**config.mk**
```make
export PLATFORM = sky130hd
export DESIGN_NAME = multiplexed_segment_display_driver_flat
export DESIGN_NICKNAME = d
export VERILOG_FILES = /design/src/rtl/core/msdd_pkg.sv /design/src/rtl/core/msdd_in_if.sv /design/src/rtl/core/msdd_out_if.sv /design/src/rtl/core/msdd_cfg_if.sv /design/src/rtl/core/msdd_front.sv /design/src/rtl/core/msdd_fifo.sv /design/src/rtl/core/msdd_back.sv /design/src/rtl/core/multiplexed_segment_display_driver.sv /design/src/flat_wrapper.sv
export SDC_FILE = /design/constraint.sdc
export NUM_CORES = 1
export LEC_CHECK = 0
export ABC_AREA = 0
export BUFFER_PORTS_ARGS = -buffer_cell sky130_fd_sc_hd__buf_2
export CAP_MARGIN = 30
export CORE_AREA = 2 2 215 217
export CTS_BUF_LIST = sky130_fd_sc_hd__clkbuf_4
export CTS_CLUSTER_DIAMETER = 80
export DETAILED_ROUTE_END_ITERATION = 6
export DIE_AREA = 0 0 217 219
export PLACE_DENSITY = 0.44
export SLEW_MARGIN = 20
export SYNTH_ARGS = -nofsm -noshare
export SYNTH_HDL_FRONTEND = slang
export SYNTH_SLANG_ARGS = --single-unit
```
**constraint.sdc**
```tcl
create_clock -name clk -period 10.5 [get_ports clk]
set_input_delay 3.15 -clock clk [delete_from_list [all_inputs] [get_ports clk]]
set_output_delay 3.15 -clock clk [all_outputs]
set_load 0.02 [all_outputs]
```
**src/rtl/core/msdd_pkg.sv**
```systemverilog
// ----------------------------------------------------------------------------
// msdd_pkg
// Shared types and constants of the multiplexed segment display driver.
// ----------------------------------------------------------------------------
package msdd_pkg;

	localparam int DIGITS_DEF  = 8;
	localparam int QUEUE_DEPTH = 2;

	// command framing
	localparam logic [7:0] HDR_FIRST  = 8'h55;
	localparam logic [7:0] HDR_SECOND = 8'hAA;
	// digit select mask source, shifted right by the scan position
	localparam logic [7:0] MASK_MSB   = 8'h80;

	localparam int          BITS_PER_REFRESH = 24;
	localparam int          CNT_W            = 5;
	localparam logic [CNT_W-1:0] LAST_BIT_IDX = CNT_W'(BITS_PER_REFRESH - 1);

	localparam logic [7:0]  DIVIDER_RST = 8'd2;
	localparam logic [15:0] FPS_RST     = 16'd800;

	localparam int CFG_IDX_W  = 1;
	localparam int CFG_DATA_W = 16;
	localparam logic [CFG_IDX_W-1:0] REG_REFRESH_DIVIDER   = 1'b0;
	localparam logic [CFG_IDX_W-1:0] REG_FRAMES_PER_SECOND = 1'b1;

	typedef enum logic [1:0] {
		FUNC_CMD  = 2'd0,
		FUNC_TICK = 2'd1,
		FUNC_FILL = 2'd2
	} func_t;

	// one refresh handed from the front to the shifter
	typedef struct packed {
		logic [BITS_PER_REFRESH-1:0] word;
		logic [2:0]                  digit;
		logic                        sec;
	} job_t;

endpackage

```
**src/rtl/core/msdd_in_if.sv**
```systemverilog
// ----------------------------------------------------------------------------
// msdd_in_if
// Input item channel: function code and data byte.
// ----------------------------------------------------------------------------
interface msdd_in_if;
	logic       valid;
	logic       ready;
	logic [1:0] func;
	logic [7:0] data_byte;

	modport source (output valid, output func, output data_byte, input ready);
	modport sink (input valid, input func, input data_byte, output ready);
endinterface

```
**src/rtl/core/msdd_out_if.sv**
```systemverilog
// ----------------------------------------------------------------------------
// msdd_out_if
// Result channel: one shifted bit per beat.
// ----------------------------------------------------------------------------
interface msdd_out_if;
	logic       valid;
	logic       ready;
	logic       serial_bit;
	logic       last_bit;
	logic [2:0] digit_index;
	logic       one_second;

	modport source (output valid, output serial_bit, output last_bit,
		output digit_index, output one_second, input ready);
	modport sink (input valid, input serial_bit, input last_bit,
		input digit_index, input one_second, output ready);
endinterface

```
**src/rtl/core/msdd_cfg_if.sv**
```systemverilog
// ----------------------------------------------------------------------------
// msdd_cfg_if
// Configuration write channel: register index and write data.
// ----------------------------------------------------------------------------
interface msdd_cfg_if;
	logic                             valid;
	logic                             ready;
	logic [msdd_pkg::CFG_IDX_W-1:0]   index;
	logic [msdd_pkg::CFG_DATA_W-1:0]  data;

	modport source (output valid, output index, output data, input ready);
	modport sink (input valid, input index, input data, output ready);
endinterface

```
**src/rtl/core/msdd_front.sv**
```systemverilog
// ----------------------------------------------------------------------------
// msdd_front
// Accepts items: command parser, frame buffer, fill, tick divider and
// refresh scheduling. Each refresh is captured as a job for the shifter.
// ----------------------------------------------------------------------------
module msdd_front #(
	parameter int DIGITS = msdd_pkg::DIGITS_DEF
) (
	input  logic               clk,
	input  logic               arst_n,
	msdd_in_if.sink            item,
	msdd_cfg_if.sink           cfg,
	output logic               push,
	output msdd_pkg::job_t     push_job,
	input  logic               full
);

	localparam int BUF_BYTES = 2 * DIGITS;
	localparam int BYTE_W    = $clog2(BUF_BYTES);
	localparam int POS_W     = $clog2(BUF_BYTES + 3);
	localparam int DIG_W     = (DIGITS > 1) ? $clog2(DIGITS) : 1;
	localparam logic [POS_W-1:0] POS_HDR1 = POS_W'(1);
	localparam logic [POS_W-1:0] POS_DATA = POS_W'(2);
	localparam logic [POS_W-1:0] POS_END  = POS_W'(BUF_BYTES + 2);
	localparam logic [DIG_W-1:0] LAST_DIG = DIG_W'(DIGITS - 1);

	logic [7:0]       div_q;
	logic [15:0]      fps_q;
	logic [POS_W-1:0] pos_q;
	logic [15:0]      rows_q [DIGITS];
	logic [DIG_W-1:0] scan_q;
	logic [7:0]       tick_q;
	logic [15:0]      ref_q;

	logic             accept;
	logic [7:0]       tick_inc;
	logic             tick_fire;
	logic [15:0]      ref_inc;
	logic             sec;
	logic [2:0]       digit;
	logic [7:0]       mask;
	logic [15:0]      row;
	logic [DIG_W-1:0] scan_next;
	logic [BYTE_W-1:0] wr_idx;

	assign item.ready = !full;
	assign cfg.ready  = 1'b1;
	assign accept     = item.valid && item.ready;

	always_comb begin
		tick_inc  = tick_q + 8'd1;
		tick_fire = tick_inc >= div_q;
		ref_inc   = ref_q + 16'd1;
		sec       = ref_inc >= fps_q;
		digit     = 3'(scan_q);
		mask      = ~(msdd_pkg::MASK_MSB >> digit);
		row       = rows_q[scan_q];
		scan_next = (scan_q == LAST_DIG) ? '0 : scan_q + 1'b1;
		wr_idx    = BYTE_W'(pos_q - POS_DATA);
		push      = accept && (item.func == msdd_pkg::FUNC_TICK) && tick_fire;
		push_job.word  = {row, mask};
		push_job.digit = digit;
		push_job.sec   = sec;
	end

	always_ff @(posedge clk or negedge arst_n) begin
		if (!arst_n) begin
			div_q  <= msdd_pkg::DIVIDER_RST;
			fps_q  <= msdd_pkg::FPS_RST;
			pos_q  <= '0;
			scan_q <= '0;
			tick_q <= '0;
			ref_q  <= '0;
			for (int r = 0; r < DIGITS; r++) begin
				rows_q[r] <= '0;
			end
		end else begin
			if (cfg.valid && cfg.ready) begin
				case (cfg.index)
					msdd_pkg::REG_REFRESH_DIVIDER:   div_q <= cfg.data[7:0];
					msdd_pkg::REG_FRAMES_PER_SECOND: fps_q <= cfg.data;
					default: ;
				endcase
			end
			if (accept) begin
				case (item.func)
					msdd_pkg::FUNC_CMD: begin
						if (pos_q == '0) begin
							if (item.data_byte == msdd_pkg::HDR_FIRST) pos_q <= POS_HDR1;
						end else if (pos_q == POS_HDR1) begin
							pos_q <= (item.data_byte == msdd_pkg::HDR_SECOND) ? POS_DATA : '0;
						end else if (pos_q < POS_END) begin
							// odd byte goes to the high half of the digit row
							for (int r = 0; r < DIGITS; r++) begin
								if ((wr_idx >> 1) == BYTE_W'(r)) begin
									if (wr_idx[0]) rows_q[r][15:8] <= item.data_byte;
									else rows_q[r][7:0] <= item.data_byte;
								end
							end
							pos_q <= pos_q + 1'b1;
						end else begin
							// byte after the data is dropped
							pos_q <= '0;
						end
					end
					msdd_pkg::FUNC_FILL: begin
						for (int r = 0; r < DIGITS; r++) begin
							rows_q[r] <= {item.data_byte, item.data_byte};
						end
					end
					msdd_pkg::FUNC_TICK: begin
						if (tick_fire) begin
							tick_q <= '0;
							ref_q  <= sec ? '0 : ref_inc;
							scan_q <= scan_next;
						end else begin
							tick_q <= tick_inc;
						end
					end
					default: ;
				endcase
			end
		end
	end

`ifndef SYNTHESIS
	a_scan_range: assert property (@(posedge clk) disable iff (!arst_n)
		scan_q <= LAST_DIG)
		else $error("scan position out of range");
	a_pos_range: assert property (@(posedge clk) disable iff (!arst_n)
		pos_q <= POS_END)
		else $error("parser position out of range");
	a_push_tick: assert property (@(posedge clk) disable iff (!arst_n)
		push |=> tick_q == '0)
		else $error("tick count not cleared after refresh");
`endif

endmodule

```
**src/rtl/core/msdd_fifo.sv**
```systemverilog
// ----------------------------------------------------------------------------
// msdd_fifo
// Short queue of refresh jobs between the front and the shifter.
// ----------------------------------------------------------------------------
module msdd_fifo #(
	parameter int DEPTH = msdd_pkg::QUEUE_DEPTH
) (
	input  logic           clk,
	input  logic           arst_n,
	input  logic           push,
	input  msdd_pkg::job_t push_job,
	output logic           full,
	input  logic           pop,
	output msdd_pkg::job_t pop_job,
	output logic           avail
);

	localparam int PTR_W = (DEPTH > 1) ? $clog2(DEPTH) : 1;
	localparam int CNT_W = $clog2(DEPTH + 1);
	localparam logic [PTR_W-1:0] LAST_PTR = PTR_W'(DEPTH - 1);
	localparam logic [CNT_W-1:0] DEPTH_C  = CNT_W'(DEPTH);

	msdd_pkg::job_t   mem_q [DEPTH];
	logic [PTR_W-1:0] wr_q;
	logic [PTR_W-1:0] rd_q;
	logic [CNT_W-1:0] cnt_q;

	assign full    = cnt_q == DEPTH_C;
	assign avail   = cnt_q != '0;
	assign pop_job = mem_q[rd_q];

	always_ff @(posedge clk) begin
		if (push) mem_q[wr_q] <= push_job;
	end

	always_ff @(posedge clk or negedge arst_n) begin
		if (!arst_n) begin
			wr_q  <= '0;
			rd_q  <= '0;
			cnt_q <= '0;
		end else begin
			if (push) wr_q <= (wr_q == LAST_PTR) ? '0 : wr_q + 1'b1;
			if (pop) rd_q <= (rd_q == LAST_PTR) ? '0 : rd_q + 1'b1;
			if (push && !pop) cnt_q <= cnt_q + 1'b1;
			else if (pop && !push) cnt_q <= cnt_q - 1'b1;
		end
	end

`ifndef SYNTHESIS
	a_no_overflow: assert property (@(posedge clk) disable iff (!arst_n)
		push |-> !full)
		else $error("push into full queue");
	a_no_underflow: assert property (@(posedge clk) disable iff (!arst_n)
		pop |-> avail)
		else $error("pop from empty queue");
	a_count_range: assert property (@(posedge clk) disable iff (!arst_n)
		cnt_q <= DEPTH_C)
		else $error("queue count out of range");
`endif

endmodule

```
**src/rtl/core/msdd_back.sv**
```systemverilog
// ----------------------------------------------------------------------------
// msdd_back
// Shifter: sends each refresh job as 24 beats, MSB first, through an
// output register.
// ----------------------------------------------------------------------------
module msdd_back (
	input  logic           clk,
	input  logic           arst_n,
	input  msdd_pkg::job_t pop_job,
	input  logic           avail,
	output logic           pop,
	msdd_out_if.source     result
);

	logic                                 busy_q;
	logic [msdd_pkg::BITS_PER_REFRESH-1:0] word_q;
	logic [msdd_pkg::CNT_W-1:0]           cnt_q;
	logic [2:0]                           digit_q;
	logic                                 sec_q;
	logic                                 oval_q;
	logic                                 obit_q;
	logic                                 olast_q;
	logic [2:0]                           odig_q;
	logic                                 osec_q;

	logic adv;
	logic emit;
	logic at_last;
	logic emit_last;

	assign adv       = !oval_q || result.ready;
	assign emit      = busy_q && adv;
	assign at_last   = cnt_q == msdd_pkg::LAST_BIT_IDX;
	assign emit_last = emit && at_last;
	// next job loads as the last bit of the current one leaves
	assign pop       = avail && (!busy_q || emit_last);

	assign result.valid       = oval_q;
	assign result.serial_bit  = obit_q;
	assign result.last_bit    = olast_q;
	assign result.digit_index = odig_q;
	assign result.one_second  = osec_q;

	always_ff @(posedge clk or negedge arst_n) begin
		if (!arst_n) begin
			busy_q  <= 1'b0;
			oval_q  <= 1'b0;
			word_q  <= '0;
			cnt_q   <= '0;
			digit_q <= '0;
			sec_q   <= 1'b0;
			obit_q  <= 1'b0;
			olast_q <= 1'b0;
			odig_q  <= '0;
			osec_q  <= 1'b0;
		end else begin
			if (adv) oval_q <= emit;
			if (emit) begin
				obit_q  <= word_q[msdd_pkg::BITS_PER_REFRESH-1];
				olast_q <= at_last;
				odig_q  <= digit_q;
				osec_q  <= at_last && sec_q;
			end
			if (pop) begin
				busy_q  <= 1'b1;
				word_q  <= pop_job.word;
				cnt_q   <= '0;
				digit_q <= pop_job.digit;
				sec_q   <= pop_job.sec;
			end else if (emit) begin
				word_q <= word_q << 1;
				cnt_q  <= cnt_q + 1'b1;
				if (at_last) busy_q <= 1'b0;
			end
		end
	end

`ifndef SYNTHESIS
	a_sec_on_last: assert property (@(posedge clk) disable iff (!arst_n)
		oval_q && osec_q |-> olast_q)
		else $error("one-second flag off the last beat");
	a_cnt_range: assert property (@(posedge clk) disable iff (!arst_n)
		busy_q |-> cnt_q <= msdd_pkg::LAST_BIT_IDX)
		else $error("bit count past the last beat");
	a_busy_holds: assert property (@(posedge clk) disable iff (!arst_n)
		emit && !at_last |=> busy_q)
		else $error("refresh ended early");
`endif

endmodule

```
**src/rtl/core/multiplexed_segment_display_driver.sv**
```systemverilog
// a refresh job passes the job queue and the shifter to the output register
// throughput: one beat per cycle while result is ready; a refresh shifts out 24 beats
// items, with or without a refresh, are taken one per cycle until the two-entry
// job queue is full; input stalls while two refreshes wait for the shifter
// reset (arst_n low, asynchronous): buffer, counters and parser cleared,
// divider 2, frames per second 800
// ----------------------------------------------------------------------------
// multiplexed_segment_display_driver
// Top level: command front end, refresh job queue and 24-bit shifter.
// ----------------------------------------------------------------------------
module multiplexed_segment_display_driver #(
	parameter int DIGITS = msdd_pkg::DIGITS_DEF
) (
	input  logic       clk,
	input  logic       arst_n,
	msdd_in_if.sink    item,
	msdd_out_if.source result,
	msdd_cfg_if.sink   cfg
);

	msdd_pkg::job_t push_job;
	msdd_pkg::job_t pop_job;
	logic           push;
	logic           pop;
	logic           full;
	logic           avail;

	msdd_front #(
		.DIGITS(DIGITS)
	) u_front (
		.clk     (clk),
		.arst_n  (arst_n),
		.item    (item),
		.cfg     (cfg),
		.push    (push),
		.push_job(push_job),
		.full    (full)
	);

	msdd_fifo #(
		.DEPTH(msdd_pkg::QUEUE_DEPTH)
	) u_fifo (
		.clk     (clk),
		.arst_n  (arst_n),
		.push    (push),
		.push_job(push_job),
		.full    (full),
		.pop     (pop),
		.pop_job (pop_job),
		.avail   (avail)
	);

	msdd_back u_back (
		.clk    (clk),
		.arst_n (arst_n),
		.pop_job(pop_job),
		.avail  (avail),
		.pop    (pop),
		.result (result)
	);

endmodule

```
**src/flat_wrapper.sv**
```systemverilog
// flat-port wrapper written by rule: the top's interface ports become plain ports
module multiplexed_segment_display_driver_flat 
#(
	parameter int DIGITS = msdd_pkg::DIGITS_DEF
)
  (clk, arst_n, item_valid, item_func, item_data_byte, item_ready, result_valid, result_serial_bit, result_last_bit, result_digit_index, result_one_second, result_ready, cfg_valid, cfg_index, cfg_data, cfg_ready);
  msdd_in_if item_i ();
  msdd_out_if result_i ();
  msdd_cfg_if cfg_i ();
  input  logic clk;
  input  logic arst_n;
  input wire logic [$bits(item_i.valid)-1:0] item_valid;
  input wire logic [$bits(item_i.func)-1:0] item_func;
  input wire logic [$bits(item_i.data_byte)-1:0] item_data_byte;
  output wire logic [$bits(item_i.ready)-1:0] item_ready;
  output wire logic [$bits(result_i.valid)-1:0] result_valid;
  output wire logic [$bits(result_i.serial_bit)-1:0] result_serial_bit;
  output wire logic [$bits(result_i.last_bit)-1:0] result_last_bit;
  output wire logic [$bits(result_i.digit_index)-1:0] result_digit_index;
  output wire logic [$bits(result_i.one_second)-1:0] result_one_second;
  input wire logic [$bits(result_i.ready)-1:0] result_ready;
  input wire logic [$bits(cfg_i.valid)-1:0] cfg_valid;
  input wire logic [$bits(cfg_i.index)-1:0] cfg_index;
  input wire logic [$bits(cfg_i.data)-1:0] cfg_data;
  output wire logic [$bits(cfg_i.ready)-1:0] cfg_ready;
  assign item_i.valid = item_valid;
  assign item_i.func = item_func;
  assign item_i.data_byte = item_data_byte;
  assign item_ready = item_i.ready;
  assign result_valid = result_i.valid;
  assign result_serial_bit = result_i.serial_bit;
  assign result_last_bit = result_i.last_bit;
  assign result_digit_index = result_i.digit_index;
  assign result_one_second = result_i.one_second;
  assign result_i.ready = result_ready;
  assign cfg_i.valid = cfg_valid;
  assign cfg_i.index = cfg_index;
  assign cfg_i.data = cfg_data;
  assign cfg_ready = cfg_i.ready;
  multiplexed_segment_display_driver #(.DIGITS(DIGITS)) u_core (.clk(clk), .arst_n(arst_n), .item(item_i), .result(result_i), .cfg(cfg_i));
endmodule
```
==> run_results.csv <==
group,metric,value,unit
synthesis,synthMuxAreaShare,18.8,%
die,num_rows,78,
worst_setup_path,crit_type,"primary input to flip-flop",
route,wl_per_cell,16.2,µm
cells_and_area,nets,1217,
timing,slew_violations,0,
timing,fin_worst_skew,59.2,ps
synthesis,seq_area_frac_synth,55.4,%
worst_setup_path,crit_path_max_fanout,29,
placed_design,place.detailed.hpwl,18200,µm
timing,worst_slew_pin_slew,920,ps
cts,root_buffer,"clkbuf_4",
grt,grt_pass1_wl,48300,µm
die,die_w,217,µm
grt,track_usage,13.0,%
pwr,ir_drop,0.104,mV
pwr,p_comb_share,27.0,%
timing,finalHoldViolations,0,
cts,postCtsHoldBufs,0,
synthesis,synth_xor_area_share,1.83,%
synthesis,yosys_warnings,0,
grt,grt_overflow,0,
cts,cts_setup_buffers,0,
route,ant_nets,0,
synthesis,syn-num-nets,1131,
placed_design,placed_area,14200,µm²
synthesis,synth.distinct_cells,59,
cells_and_area,synthToLayoutAreaGrowth,14.9,%
grt,antenna_found_initial,3,
grt,grt_pass1_vias,8803,
pwr,power_density,252,nW/µm²
cts,cts_buffers,86,
synthesis,synth_compound_area_share,7.30,%
pwr,seqPwrFrac,44.8,%
synthesis,synth_area_leader_cell,"dfrtp_1",
die,die-height,219,µm
cts,cts.repair.resized,0,
hold_path,hold_path.class,"flip-flop to flip-flop",
worst_setup_path,cp.required,11160,ps
cts,clkSlewWorstSetupHoldPaths,60,ps
cells_and_area,seq_area,7420,µm²
worst_setup_path,worst_ep_arrival_time,5900,ps
cts,cts.path.max_buffers,3,
cells_and_area,stdcell_count,1818,
synthesis,synth_adder_area_share,3.46,%
synthesis,synth_top_area_share,42.1,%
placed_design,place.gp.congestion,0.723,
flow_run,drv_cap,0,
grt,grt_start_max_net_pins,159,
pwr,net-switching-power,1.19,mW
cells_and_area,multi_input_area,5580,µm²
cells_and_area,drive_gt1_share,34.3,%
synthesis,ys_ff_latch,285,
synthesis,synth-async-reset-ratio,80.4,%
timing,max_freq,191,MHz
placed_design,dp_cells,1658,
worst_setup_path,worstSetupEndpointType,"flip-flop",
route,num_vias,8361,
synthesis,ys.flop_type,"dfrtp_1",
synthesis,synth_top_family_by_area,"multiplexers",
cells_and_area,fin_area,15400,µm²
pwr,p_leak,6.49,nW
die,io_pins,41,
route,drcViolationCount,0,
timing,slew_headroom,38.6,%
cts,cts_sinks,285,
cts,cts_tree,"built",
synthesis,synth_area,13400,µm²
cts,htree_levels,3,
synthesis,yosys.area_share.simple,10.3,%
cts,insertion_delay,770,ps
route,drt_pass1_iterations,5,
timing,tns,0,ps
synthesis,yosys-top-cells-area,"dfrtp_1, edfxtp_1, mux2_2, mux4_2, nand2_1",
synthesis,syn_area_per_cell,12.6,µm²
die,core-area,45100,µm²
timing,min_period,5240,ps
pwr,pwr-share-clk,28.1,%
die,die_area,47500,µm²
route,vias_per_cell,4.60,
cells_and_area,fillCellCount,4564,
placed_design,port_buffers,39,
pwr,sw_frac_of_total,30.7,%
synthesis,synth_cells,1062,
pwr,finalPower,3.87,mW
pwr,intPower,2.68,mW
timing,setup_viol,0,
timing,finalCritPeriodShare,49.9,%
route,wirelength,29400,µm
synthesis,synth_enable_flop_cells,56,
timing,rsz0062_at_grt,"no",
route,drtIter0Drc,360,
die,initial_core_util,29.7,%
run_status,status,"complete, no violations",
worst_setup_path,crit_path_start_kind,"primary input",
[cells in the mapped netlist (5+ instances only)]
library cell	count
nor2_1	52
nand3_1	11
a22o_1	10
mux2_4	8
nand4_1	8
clkbuf_1	37
nor2b_1	27
o31ai_1	31
mux4_2	32
mux2_2	143
xor2_1	14
nand2b_1	11
edfxtp_1	56
xnor2_1	14
buf_2	11
nor2_2	8
nor3_1	5
and3_1	8
mux2i_1	5
dfrtp_1	225
inv_1	42
a211oi_1	26
nand2_1	126
ha_1	37
o21ai_0	43
a21oi_1	10
[sequential cells by signal (all words and copies together) (netlist names)]
name and flops:
u_core.u_front.rows_q 128, u_core.u_fifo.mem_q 56, u_core.u_back.word_q 24, u_core.u_front.fps_q 16, u_core.u_front.ref_q 16, u_core.u_front.div_q 8
u_core.u_front.tick_q 8, u_core.u_back.cnt_q 5, u_core.u_front.pos_q 5, u_core.u_back.digit_q 3, u_core.u_back.result.digit_index 3, u_core.u_front.digit 3
u_core.u_fifo.cnt_q 2, u_core.u_back.busy_q 1, u_core.u_back.result.last_bit 1, u_core.u_back.result.one_second 1, u_core.u_back.result.serial_bit 1, u_core.u_back.result.valid 1
u_core.u_back.sec_q 1, u_core.u_fifo.rd_q 1, u_core.u_fifo.wr_q 1
[cell usage in the layout (no fill, tap or decap), drive strengths merged, types with 10 or more instances in the layout]
master | synthesis | final
dfrtp | 225 | 225
mux2 | 152 | 152
clkbuf | 37 | 138
nand2 | 129 | 129
nor2 | 60 | 60
edfxtp | 56 | 56
buf | 17 | 51
o21ai | 44 | 44
inv | 42 | 44
ha | 37 | 37
mux4 | 32 | 32
o31ai | 32 | 32
nor2b | 27 | 27
a211oi | 26 | 26
clkinv | 1 | 15
xor2 | 14 | 14
xnor2 | 14 | 14
nand3 | 14 | 14
nand2b | 11 | 11
a21oi | 10 | 10
a22o | 10 | 10
nor3 | 10 | 10
[layer usage]
| metal | vias to the layer above | track usage [%] | share of wire [%] |
|---|---|---|---|
| li1 | 4034 | - | - |
| met1 | 4150 | 17.6 | 49 |
| met2 | 118 | 19.9 | 44 |
| met3 | 59 | 3.47 | 4.4 |
| met4 | 0 | 4.84 | 2.2 |
| met5 | - | 0 | 0 |
[final cells by class]
| cell class | count | share of cell area, % |
|---|---|---|
| Multi-Input combinational cell | 680 | 36.3 |
| Tap cell | 600 | 4.88 |
| Antenna cell | 4 | 0.0651 |
| Inverter | 43 | 1.05 |
| Clock inverter | 17 | 0.610 |
| Sequential cell | 285 | 48.3 |
| Clock buffer | 137 | 6.69 |
| Timing Repair Buffer | 52 | 2.16 |
[critical path, stage by stage]
cell and delay (ps):
buf_2 70, nand2b_1 110, nand2_1 260, o21ai_0 320, o21a_1 160, buf_4 300
clkinv_1 490, buf_4 370, ha_1 350, nor2_1 160, xor2_1 150
[power by group through the flow]
stage                     Combinational (mW)  Clock, mW  Sequential (mW)
after floorplan                        0.825          0             1.67
after global placement                  1.03          0             1.77
after detailed placement                1.04          0             1.77
after CTS                               1.04       1.14             1.75
after global routing                    1.17       1.20             1.79
final                                   1.05       1.09             1.74
[final timing paths]
check	cells after the start	slack, ps	to	startpoint
setup / recovery	11	5260	u_core.u_fifo.cnt_q[1]	result_ready
setup reg to reg	12	6640	u_core.u_fifo.mem_q[1][21]	u_core.u_front.tick_q[0]
max in group asynchronous	2	6800	u_core.u_front.rows_q[47]	arst_n
min in group asynchronous	1	2390	u_core.u_back.busy_q	arst_n
hold reg to reg	2	480	u_core.u_back.word_q[22]	u_core.u_back.word_q[22]
hold / removal	2	480	u_core.u_back.word_q[22]	u_core.u_back.word_q[22]
[logic make-up (layout without fill, tap and decap cells)]
logic type,count (synthesis),in the layout
compound gates,142,142
xor+xnor,28,28
fa+ha+maj,37,37
buf+inv,97,249
flops,285,285
mux,189,189
other cells,1,5
simple gates,283,283
[metrics by stage]
stage	utilization, %	hold WS, ps	worst slack (ps)
2_1_floorplan	-	445	4760
3_3_place_gp	31.5	462	4510
3_5_place_dp	31.5	466	4450
4_1_cts	34.0	467	5280
5_1_grt	34.1	497	5010
6_report	34.1	476	5260
No activity file was read; power rests on OpenSTA's default activity.
